<file path="src/apc_pkg.sv">
// Shared types and constants of the packet classifier.
`default_nettype none

package apc_pkg;

  localparam int unsigned PosWidth      = 17;
  localparam int unsigned CfgIndexWidth = 4;
  localparam int unsigned MaxPayload    = 65535;
  localparam int unsigned MinDataLen    = 5;
  localparam int unsigned LenOffset     = 4;

  localparam logic [7:0] ResetStartCode    = 8'd2;
  localparam logic [7:0] ResetDataCode     = 8'd1;
  localparam logic [7:0] ResetEndCode      = 8'd3;
  localparam logic [7:0] ResetFilesizeType = 8'd0;

  localparam logic [7:0] AsciiZero = 8'h30;
  localparam logic [7:0] AsciiNine = 8'h39;

  typedef enum logic [1:0] {
    PH_TYPE,
    PH_LEN,
    PH_VAL
  } entry_phase_t;

  typedef enum logic [1:0] {
    SZ_NONE,
    SZ_ACC,
    SZ_DONE
  } size_phase_t;

  typedef enum logic [1:0] {
    KIND_START,
    KIND_DATA,
    KIND_END,
    KIND_BAD
  } packet_kind_t;

  typedef enum logic [CfgIndexWidth-1:0] {
    CFG_START_CODE,
    CFG_DATA_CODE,
    CFG_END_CODE,
    CFG_FILESIZE_TYPE
  } cfg_index_t;

endpackage

`default_nettype wire

</file>
<file path="src/apc_byte_if.sv">
// Byte channel into the packet classifier.
`default_nettype none

interface apc_byte_if;
  logic       valid;
  logic       ready;
  logic [7:0] rx_byte;
  logic       rx_last;

  modport source (output valid, output rx_byte, output rx_last, input ready);
  modport sink (input valid, input rx_byte, input rx_last, output ready);
endinterface

`default_nettype wire

</file>
<file path="src/apc_report_if.sv">
// Report channel out of the packet classifier.
`default_nettype none

interface apc_report_if;
  logic                  valid;
  logic                  ready;
  apc_pkg::packet_kind_t packet_kind;
  logic [7:0]            seq_index;
  logic [15:0]           payload_len;
  logic                  index_mismatch;
  logic [7:0]            entry_count;
  logic [31:0]           file_size;
  logic                  file_size_valid;

  modport source (
    output valid, output packet_kind, output seq_index, output payload_len,
    output index_mismatch, output entry_count, output file_size,
    output file_size_valid, input ready
  );
  modport sink (
    input valid, input packet_kind, input seq_index, input payload_len,
    input index_mismatch, input entry_count, input file_size,
    input file_size_valid, output ready
  );
endinterface

`default_nettype wire

</file>
<file path="src/app_packet_classifier_core.sv">
// Top level of the packet classifier: byte parser, classification and report register.
//
// Packet bytes enter on the bytes channel one per transfer; rx_last marks the
// final byte. Each packet yields exactly one transfer on the report channel,
// which says whether it was a START or END control packet (with its entry count
// and decimal file size), a DATA packet (with index, length and index mismatch
// flag) or a bad packet.
// A byte is taken in every cycle while the report register is empty or being
// emptied, so the sustained rate is one byte per cycle. The report appears in the
// cycle after the transfer of the final byte; the parser state is updated in
// that same cycle, so the next packet may start right away.
// When the receiver stalls with a report waiting, the bytes channel is held
// off as well, and no byte is taken until that report transfers.
// Configuration registers are written through cfg_we, cfg_index and cfg_data
// and should only change while no packet is in progress.
// Reset sets the codes to their defaults, clears the parser and the expected
// sequence index, and empties the report register.
`default_nettype none

module app_packet_classifier_core (
  input  wire logic                              clk,
  input  wire logic                              rst,
  input  wire logic                              cfg_we,
  input  wire logic [apc_pkg::CfgIndexWidth-1:0] cfg_index,
  input  wire logic [7:0]                        cfg_data,
  apc_byte_if.sink                               bytes,
  apc_report_if.source                           report
);

  logic [7:0] start_code;
  logic [7:0] data_code;
  logic [7:0] end_code;
  logic [7:0] filesize_type;

  logic [apc_pkg::PosWidth-1:0] byte_position;
  logic [apc_pkg::PosWidth-1:0] byte_position_next;
  logic [7:0]                   lead_byte;
  logic [7:0]                   lead_byte_next;
  logic [7:0]                   index_byte;
  logic [7:0]                   index_byte_next;
  logic [15:0]                  length_field;
  logic [15:0]                  length_field_next;
  apc_pkg::entry_phase_t        entry_phase;
  apc_pkg::entry_phase_t        entry_phase_next;
  logic [7:0]                   value_left;
  logic [7:0]                   value_left_next;
  logic [7:0]                   entry_type_now;
  logic [7:0]                   entry_type_now_next;
  logic                         last_entry_empty;
  logic                         last_entry_empty_next;
  logic [7:0]                   entry_total;
  logic [7:0]                   entry_total_next;
  logic [31:0]                  size_accum;
  logic [31:0]                  size_accum_next;
  apc_pkg::size_phase_t         size_phase;
  apc_pkg::size_phase_t         size_phase_next;
  logic [7:0]                   expected_index;
  logic [7:0]                   expected_index_next;

  logic        byte_fire;
  logic        is_digit;
  logic [35:0] size_product;
  logic        ctrl_ok;
  logic        is_data;

  apc_pkg::packet_kind_t kind_next;
  logic                  mismatch_next;
  logic [31:0]           file_size_next;
  logic                  file_size_valid_next;

  logic                  out_valid;
  apc_pkg::packet_kind_t out_kind;
  logic [7:0]            out_seq_index;
  logic [15:0]           out_payload_len;
  logic                  out_index_mismatch;
  logic [7:0]            out_entry_count;
  logic [31:0]           out_file_size;
  logic                  out_file_size_valid;

  assign bytes.ready = !out_valid || report.ready;
  assign byte_fire   = bytes.valid && bytes.ready;

  assign report.valid           = out_valid;
  assign report.packet_kind     = out_kind;
  assign report.seq_index       = out_seq_index;
  assign report.payload_len     = out_payload_len;
  assign report.index_mismatch  = out_index_mismatch;
  assign report.entry_count     = out_entry_count;
  assign report.file_size       = out_file_size;
  assign report.file_size_valid = out_file_size_valid;

  always_ff @(posedge clk) begin
    if (rst) begin
      start_code    <= apc_pkg::ResetStartCode;
      data_code     <= apc_pkg::ResetDataCode;
      end_code      <= apc_pkg::ResetEndCode;
      filesize_type <= apc_pkg::ResetFilesizeType;
    end else if (cfg_we) begin
      case (cfg_index)
        apc_pkg::CFG_START_CODE:    start_code    <= cfg_data;
        apc_pkg::CFG_DATA_CODE:     data_code     <= cfg_data;
        apc_pkg::CFG_END_CODE:      end_code      <= cfg_data;
        apc_pkg::CFG_FILESIZE_TYPE: filesize_type <= cfg_data;
        default: ;
      endcase
    end
  end

  assign is_digit = (bytes.rx_byte >= apc_pkg::AsciiZero) &&
                    (bytes.rx_byte <= apc_pkg::AsciiNine);
  assign size_product = ({4'd0, size_accum} << 3) + ({4'd0, size_accum} << 1) +
                        {32'd0, bytes.rx_byte[3:0]};

  // Entry parser state.
  always_comb begin
    entry_phase_next = entry_phase;
    if (byte_position != '0) begin
      case (entry_phase)
        apc_pkg::PH_TYPE: entry_phase_next = apc_pkg::PH_LEN;
        apc_pkg::PH_LEN: begin
          entry_phase_next = (bytes.rx_byte == 8'd0) ? apc_pkg::PH_TYPE : apc_pkg::PH_VAL;
        end
        apc_pkg::PH_VAL: begin
          entry_phase_next = (value_left == 8'd1) ? apc_pkg::PH_TYPE : apc_pkg::PH_VAL;
        end
        default: entry_phase_next = apc_pkg::PH_TYPE;
      endcase
    end
  end

  always_comb begin
    byte_position_next    = (byte_position == '1) ? byte_position : byte_position + 1'b1;
    lead_byte_next        = lead_byte;
    index_byte_next       = index_byte;
    length_field_next     = length_field;
    value_left_next       = value_left;
    entry_type_now_next   = entry_type_now;
    last_entry_empty_next = last_entry_empty;
    entry_total_next      = entry_total;
    size_accum_next       = size_accum;
    size_phase_next       = size_phase;
    if (byte_position == '0) begin
      lead_byte_next = bytes.rx_byte;
    end else begin
      if (byte_position == apc_pkg::PosWidth'(1)) index_byte_next = bytes.rx_byte;
      if (byte_position == apc_pkg::PosWidth'(2)) begin
        length_field_next = {bytes.rx_byte, length_field[7:0]};
      end
      if (byte_position == apc_pkg::PosWidth'(3)) begin
        length_field_next = {length_field[15:8], bytes.rx_byte};
      end
      case (entry_phase)
        apc_pkg::PH_LEN: begin
          value_left_next = bytes.rx_byte;
          if (entry_total != 8'hFF) entry_total_next = entry_total + 8'd1;
          if (size_phase == apc_pkg::SZ_NONE && entry_type_now == filesize_type) begin
            size_phase_next = (bytes.rx_byte != 8'd0) ? apc_pkg::SZ_ACC : apc_pkg::SZ_DONE;
          end
          last_entry_empty_next = (bytes.rx_byte == 8'd0);
        end
        apc_pkg::PH_VAL: begin
          if (size_phase == apc_pkg::SZ_ACC) begin
            if (is_digit) begin
              size_accum_next = (size_product[35:32] != 4'd0) ? 32'hFFFF_FFFF :
                                size_product[31:0];
            end else begin
              size_phase_next = apc_pkg::SZ_DONE;
            end
          end
          value_left_next = value_left - 8'd1;
          if (value_left == 8'd1 && size_phase_next == apc_pkg::SZ_ACC) begin
            size_phase_next = apc_pkg::SZ_DONE;
          end
        end
        default: entry_type_now_next = bytes.rx_byte;
      endcase
    end
  end

  // Classification of a packet that ends with the current byte.
  always_comb begin
    ctrl_ok = (entry_phase_next == apc_pkg::PH_TYPE) && !last_entry_empty_next;
    is_data = (byte_position_next >= apc_pkg::PosWidth'(apc_pkg::MinDataLen)) &&
              (lead_byte_next == data_code) &&
              ({1'b0, length_field_next} ==
               byte_position_next - apc_pkg::PosWidth'(apc_pkg::LenOffset)) &&
              ({1'b0, length_field_next} <= apc_pkg::PosWidth'(apc_pkg::MaxPayload));
    mismatch_next        = 1'b0;
    expected_index_next  = expected_index;
    file_size_next       = 32'd0;
    file_size_valid_next = 1'b0;
    if (ctrl_ok && lead_byte_next == start_code) begin
      kind_next           = apc_pkg::KIND_START;
      expected_index_next = 8'd0;
    end else if (is_data) begin
      kind_next           = apc_pkg::KIND_DATA;
      mismatch_next       = (index_byte_next != expected_index);
      expected_index_next = expected_index + 8'd1;
    end else if (ctrl_ok && lead_byte_next == end_code) begin
      kind_next           = apc_pkg::KIND_END;
      expected_index_next = 8'd0;
    end else begin
      kind_next = apc_pkg::KIND_BAD;
    end
    if (size_phase_next != apc_pkg::SZ_NONE) begin
      file_size_next       = size_accum_next;
      file_size_valid_next = (size_accum_next != 32'd0);
    end
  end

  always_ff @(posedge clk) begin
    if (rst) begin
      byte_position    <= '0;
      lead_byte        <= 8'd0;
      index_byte       <= 8'd0;
      length_field     <= 16'd0;
      entry_phase      <= apc_pkg::PH_TYPE;
      value_left       <= 8'd0;
      entry_type_now   <= 8'd0;
      last_entry_empty <= 1'b0;
      entry_total      <= 8'd0;
      size_accum       <= 32'd0;
      size_phase       <= apc_pkg::SZ_NONE;
      expected_index   <= 8'd0;
    end else if (byte_fire) begin
      if (bytes.rx_last) begin
        byte_position    <= '0;
        lead_byte        <= 8'd0;
        index_byte       <= 8'd0;
        length_field     <= 16'd0;
        entry_phase      <= apc_pkg::PH_TYPE;
        value_left       <= 8'd0;
        entry_type_now   <= 8'd0;
        last_entry_empty <= 1'b0;
        entry_total      <= 8'd0;
        size_accum       <= 32'd0;
        size_phase       <= apc_pkg::SZ_NONE;
        expected_index   <= expected_index_next;
      end else begin
        byte_position    <= byte_position_next;
        lead_byte        <= lead_byte_next;
        index_byte       <= index_byte_next;
        length_field     <= length_field_next;
        entry_phase      <= entry_phase_next;
        value_left       <= value_left_next;
        entry_type_now   <= entry_type_now_next;
        last_entry_empty <= last_entry_empty_next;
        entry_total      <= entry_total_next;
        size_accum       <= size_accum_next;
        size_phase       <= size_phase_next;
      end
    end
  end

  always_ff @(posedge clk) begin
    if (rst) begin
      out_valid <= 1'b0;
    end else if (byte_fire && bytes.rx_last) begin
      out_valid <= 1'b1;
    end else if (report.ready) begin
      out_valid <= 1'b0;
    end
  end

  always_ff @(posedge clk) begin
    if (byte_fire && bytes.rx_last) begin
      out_kind            <= kind_next;
      out_seq_index       <= (kind_next == apc_pkg::KIND_DATA) ? index_byte_next : 8'd0;
      out_payload_len     <= (kind_next == apc_pkg::KIND_DATA) ? length_field_next : 16'd0;
      out_index_mismatch  <= (kind_next == apc_pkg::KIND_DATA) && mismatch_next;
      if (kind_next == apc_pkg::KIND_START || kind_next == apc_pkg::KIND_END) begin
        out_entry_count     <= entry_total_next;
        out_file_size       <= file_size_next;
        out_file_size_valid <= file_size_valid_next;
      end else begin
        out_entry_count     <= 8'd0;
        out_file_size       <= 32'd0;
        out_file_size_valid <= 1'b0;
      end
    end
  end

  a_report_follows_last: assert property (@(posedge clk) disable iff (rst)
    byte_fire && bytes.rx_last |=> out_valid)
    else $error("No report after the final byte of a packet.");

  a_parser_cleared: assert property (@(posedge clk) disable iff (rst)
    byte_fire && bytes.rx_last |=> byte_position == '0 && size_phase == apc_pkg::SZ_NONE)
    else $error("Parser state not cleared after a packet.");

  a_control_fields: assert property (@(posedge clk) disable iff (rst)
    out_valid && (out_kind == apc_pkg::KIND_START || out_kind == apc_pkg::KIND_END)
    |-> out_seq_index == 8'd0 && out_payload_len == 16'd0 && !out_index_mismatch)
    else $error("Control report carries data fields.");

  a_size_valid: assert property (@(posedge clk) disable iff (rst)
    out_valid && out_file_size_valid |-> out_file_size != 32'd0)
    else $error("File size flagged valid while zero.");

  a_index_advance: assert property (@(posedge clk) disable iff (rst)
    byte_fire && bytes.rx_last && kind_next == apc_pkg::KIND_DATA
    |=> expected_index == $past(expected_index) + 8'd1)
    else $error("Expected index did not advance after a data packet.");

endmodule

`default_nettype wire

</file>
<file path="src/flat_wrapper.sv">
// flat-port wrapper written by rule: the top's interface ports become plain ports
module app_packet_classifier_core_flat 
  (clk, rst, cfg_we, cfg_index, cfg_data, bytes_valid, bytes_rx_byte, bytes_rx_last, bytes_ready, report_valid, report_packet_kind, report_seq_index, report_payload_len, report_index_mismatch, report_entry_count, report_file_size, report_file_size_valid, report_ready);
  apc_byte_if bytes_i ();
  apc_report_if report_i ();
  input  wire logic clk;
  input  wire logic rst;
  input  wire logic cfg_we;
  input  wire logic [apc_pkg::CfgIndexWidth-1:0] cfg_index;
  input  wire logic [7:0] cfg_data;
  input wire logic [$bits(bytes_i.valid)-1:0] bytes_valid;
  input wire logic [$bits(bytes_i.rx_byte)-1:0] bytes_rx_byte;
  input wire logic [$bits(bytes_i.rx_last)-1:0] bytes_rx_last;
  output wire logic [$bits(bytes_i.ready)-1:0] bytes_ready;
  output wire logic [$bits(report_i.valid)-1:0] report_valid;
  output wire logic [$bits(report_i.packet_kind)-1:0] report_packet_kind;
  output wire logic [$bits(report_i.seq_index)-1:0] report_seq_index;
  output wire logic [$bits(report_i.payload_len)-1:0] report_payload_len;
  output wire logic [$bits(report_i.index_mismatch)-1:0] report_index_mismatch;
  output wire logic [$bits(report_i.entry_count)-1:0] report_entry_count;
  output wire logic [$bits(report_i.file_size)-1:0] report_file_size;
  output wire logic [$bits(report_i.file_size_valid)-1:0] report_file_size_valid;
  input wire logic [$bits(report_i.ready)-1:0] report_ready;
  assign bytes_i.valid = bytes_valid;
  assign bytes_i.rx_byte = bytes_rx_byte;
  assign bytes_i.rx_last = bytes_rx_last;
  assign bytes_ready = bytes_i.ready;
  assign report_valid = report_i.valid;
  assign report_packet_kind = report_i.packet_kind;
  assign report_seq_index = report_i.seq_index;
  assign report_payload_len = report_i.payload_len;
  assign report_index_mismatch = report_i.index_mismatch;
  assign report_entry_count = report_i.entry_count;
  assign report_file_size = report_i.file_size;
  assign report_file_size_valid = report_i.file_size_valid;
  assign report_i.ready = report_ready;
  app_packet_classifier_core u_core (.clk(clk), .rst(rst), .cfg_we(cfg_we), .cfg_index(cfg_index), .cfg_data(cfg_data), .bytes(bytes_i), .report(report_i));
endmodule
</file>
<file path="config.mk">
export PLATFORM = sky130hd
export DESIGN_NAME = app_packet_classifier_core_flat
export DESIGN_NICKNAME = d
export VERILOG_FILES = /design/src/apc_pkg.sv /design/src/apc_byte_if.sv /design/src/apc_report_if.sv /design/src/app_packet_classifier_core.sv /design/src/flat_wrapper.sv
export SDC_FILE = /design/constraint.sdc
export NUM_CORES = 1
export LEC_CHECK = 0
export ABC_AREA = 1
export BUFFER_PORTS_ARGS = -buffer_cell sky130_fd_sc_hd__buf_2
export CAP_MARGIN = 20
export CORE_MARGIN = 2
export CORE_UTILIZATION = 43
export DETAILED_ROUTE_END_ITERATION = 12
export PLACE_DENSITY = 0.67
export SLEW_MARGIN = 10
export SYNTH_ARGS = -nofsm -noshare
export SYNTH_HDL_FRONTEND = slang
export SYNTH_SLANG_ARGS = --single-unit
</file>
<file path="constraint.sdc">
create_clock -name clk -period 4.87 [get_ports clk]
set_input_delay 0.2435 -clock clk [delete_from_list [all_inputs] [get_ports clk]]
set_output_delay 0.2435 -clock clk [all_outputs]
set_load 0.01 [all_outputs]
</file>
==> results <==
- Of the available clock period, the critical path in the final layout requires 88.5%.
- Across the routed clock network, the largest skew measured is 42.6 ps.
- The root buffer cell is clkbuf_16.
- For this design the top-level I/O count stands at 96.
- The number of I/O port buffers is 95.
- The maximum net fanout on the critical path is 15.
- Entering global routing, the biggest net connects 84 pins.
- After the last flow step, the layout net total stands at 2281.
- Global routing consumed, over all layers together, 23.0% of the routing resources.
- After clock tree synthesis, the flow added hold-fix buffers numbering 6.
- The tightest slew margin relative to the limit is 27.0%.
- Summing all flip-flop and latch instances after layout gives 5060 um^2.
- The count of filler cells inserted in the layout is 3254.
- Before antenna repair, the detailed router went through 6 iterations.
- The post-CTS repair timing setup buffer count is 0.
- The cell count after synthesis came out at 2099.
- The post-cts repair resize count is 0.
- The detailed-route DRC error count is 0.
- The library cells used most frequently in the layout, excluding fill and tap cells, are nand2_1, nor2_1, inv_1.
- The reported max-cap violation count is 0.
- In this run, synthesis produced a sequential element count of 219.
- The worst setup path is of the reg2reg kind.
- The H-tree level count is 1.
- The number of different library cells used by synthesis comes to 54.
- The diode insertion count for antenna repair is 0.
- The number of global-route vias before repair came to 12900.
- The number of hold-slack violations in the final timing report is 0.
- Compared with the post-synthesis result, the final layout area differs by 12.7%.
- Summed over all failing endpoints, the final setup total negative slack is 0 ps.
- The total number of vias is 14100.
- The maximum clock path buffer count is 3.
- The die is 187 um wide.
- The cell depth of the worst min-delay path is 3.
- The number of slew-limit violations in the final report is 0.
- The number of flops mapped to enable cells by yosys is 68.
- The post-synthesis net count is 2204.
- The worst hold-check path type is in2reg.
- Routability-driven placement finished with a final weighted congestion of 0.972.
- Ranked by total cell area, the synthesized netlist is headed by dfxtp_1, nand2_1, edfxtp_1, ha_1, a21oi_1.
- The synthesized design spends more area on one cell type than any other, namely dfxtp_1.
- Row generation in the floorplan step produced 66 rows.
- Setup violations remaining at the end of the flow were counted as 0.
- At the worst endpoint, the arrival time is 4600 ps.
- Dividing the detail-routed wire length by the instance count gives 15.5 um.
- Clock-pin slew was measured on the worst setup and hold paths at 60 ps.
- The worst register-to-register path begins at u_core.size_accum[0].
- The floorplan step set the die height to 187 um.
- Cells fill 49.5% of the core in the end.
- Once routing completed, OpenROAD measured the worst setup slack at 558 ps.
- Once the floorplan was initialized, standard cells occupied 43.9% of the core.
- At the pin with the least slew margin, the transition time is 1080 ps.
- The number of DRC violations after detailed-routing iteration 0 is 1148.
- The top achievable clock speed is 0.232 GHz.
- Counting flops with an async set or reset pin after synthesis yields a share of 0%.
- Summing all multi-input logic gate instances after layout gives 8120 um^2.
- Setup repair after global routing left no endpoint under its margin.
- In this run the power density over the cells is 265 nW/um^2.
- The dominant synthesized flop cell is dfxtp_1.
- The total core area is 32700 um^2.
- STA classifies the critical path startpoint as a register.
- After detailed routing, the number of vias per cell comes to 5.35.
- The total number of clock tree sinks is 219.
- The worst setup path is captured at a register.
- IR analysis of the VDD net gives a maximum drop of 305 uV.
- The flow ran to the end, and the final reports show no timing, DRC or antenna violations.
- The number of cell instances on the worst register-to-register path is 21.
- The CTS tree is built.
- The reg-to-reg endpoint is u_core.report.file_size_valid.
- The first global-routing pass estimated 66400 um of wire.
- The top cell type by area accounts for 21.1% of the synthesized area.
- The total clock buffers created by CTS is 25.
- A synthesized cell averages 6.84 um^2.
- The leftover overflow at the end of global routing is 0.
- The die outline area is 34900 um^2.
- At the worst endpoint, the required time is 5150 ps.
- The remaining number of nets flagged by the antenna check after routing is 0.
- The share of cells above drive strength 1 is 10.2%.
- Timing analysis after detailed placement gives a worst setup slack of 545 ps.
- The netlist area before placement is 14400 um^2.
- The leakage power summed over all cells is 6.97 nW.
- The tightest hold margin is 16.6 ps.
- For this run, the number of Yosys warnings is 0.
- The smallest clock period supported by the final layout is computed as 4310 ps.
- The aggregate routed wire length is 40900 um.
- The most common cell after layout, fill and taps aside is nand2_1.
- The path with the worst hold slack has its endpoint at u_core.entry_type_now[6].
- Clock latency on the worst-skew pair, taken at its later pin, is 570 ps.
- The placed wire-length estimate after detailed placement is 29900 um.
- The number of antenna violations at the first check in global routing is 0.
- Setup slack on the worst reg-to-reg path comes out at 560 ps.
- The worst hold path begins at bytes_rx_byte[6].
- The part of the Yosys area used for sequential elements is 35.3%.
## cell usage after synthesis, types with 3 or more instances
library cell	n
nand2_1	563
nor2_1	246
inv_1	228
a21oi_1	191
nand3_1	161
dfxtp_1	151
ha_1	77
o21ai_0	74
edfxtp_1	68
clkbuf_1	54
nand4_1	49
or2_2	35
xor2_1	31
o21bai_1	21
xnor2_1	19
o22ai_1	18
nor3_1	14
buf_2	7
a211oi_1	6
a21o_1	6
nor2_4	6
buf_6	5
inv_2	5
nor2_2	5
o21ai_1	5
a31oi_1	4
nand2_2	4
nand3b_1	4
nor4_1	4
o21a_1	4
nand3_2	3
o21ai_2	3
## logic make-up after synthesis
logic type	synth area share (%)
simple gates	33.0
xor+xnor	3.05
compound gates	13.4
fa+ha+maj	6.99
flops	35.3
buf+inv	8.27
## layout make-up
type | instances | area share (%)
Clock buffer | 37 | 4.65
Clock inverter | 8 | 0.851
Inverter | 235 | 5.45
Multi-Input combinational cell | 1577 | 50.2
Sequential cell | 219 | 31.3
Tap cell | 442 | 3.42
Timing Repair Buffer | 118 | 4.11
## flip-flops by register name, summed over array words and instances (netlist names), 16 cells and up
signal                     cells
u_core.report.file_size       32
u_core.size_accum             32
u_core.length_field           16
u_core.report.payload_len     16
u_core.byte_position          17
## report_power, final
| group | internal, mW | switching (mW) |
|---|---|---|
| Combinational | 0.0885 | 0.229 |
| Sequential | 1.92 | 0.0178 |
| Clock | 1.23 | 0.808 |
## through the flow
step	power [mW]	instances	area, um^2
4_1_cts	4.32	2636	16200
3_5_place_dp	2.28	2585	15200
3_3_place_gp	2.28	2585	15200
6_report	4.29	2636	16200
2_1_floorplan	2.17	2099	14400
5_1_grt	4.42	2636	16200
## worst max path at each step
| stage | from | end | slack [ps] | depth (start not counted) |
|---|---|---|---|---|
| 4_1_cts | u_core.byte_position[0] | u_core.report.file_size[25] | 620 | 23 |
| 2_1_floorplan | u_core.report.valid | u_core.expected_index[1] | 1250 | 9 |
| 5_1_grt | u_core.byte_position[0] | u_core.report.file_size[25] | 200 | 23 |
| 6_report | u_core.size_accum[0] | u_core.report.file_size_valid | 560 | 21 |
| 3_5_place_dp | bytes_rx_byte[3] | u_core.report.file_size_valid | 540 | 22 |
| 3_3_place_gp | bytes_rx_byte[3] | u_core.report.file_size_valid | 670 | 22 |
## worst max-delay path, cell delays in order (launching register included)
cell,delay (ps)
dfxtp_1,350
fa_1,550
inv_1,70
fa_1,450
o21ai_1,270
nand2_1,80
nand2_1,120
nand2_1,70
nand2_1,150
nand3_1,120
nand2_1,90
nand2_1,70
a21oi_2,150
nand2_1,450
o21bai_1,400
nand2_1,80
inv_1,60
nand2_1,50
nor2_1,160
nand2_1,120
nor2_1,120
nor2_1,40
## routing by layer
layer / vias up / wire [um] / GRT usage [%]
met1: 6523 / 19300 / 32.5
met5: - / 0 / 0
met2: 461 / 17700 / 36.1
met4: 0 / 1230 / 7.36
met3: 80 / 2650 / 3.25
li1: 7045 / - / -
Power figures use the tool's default switching activity.
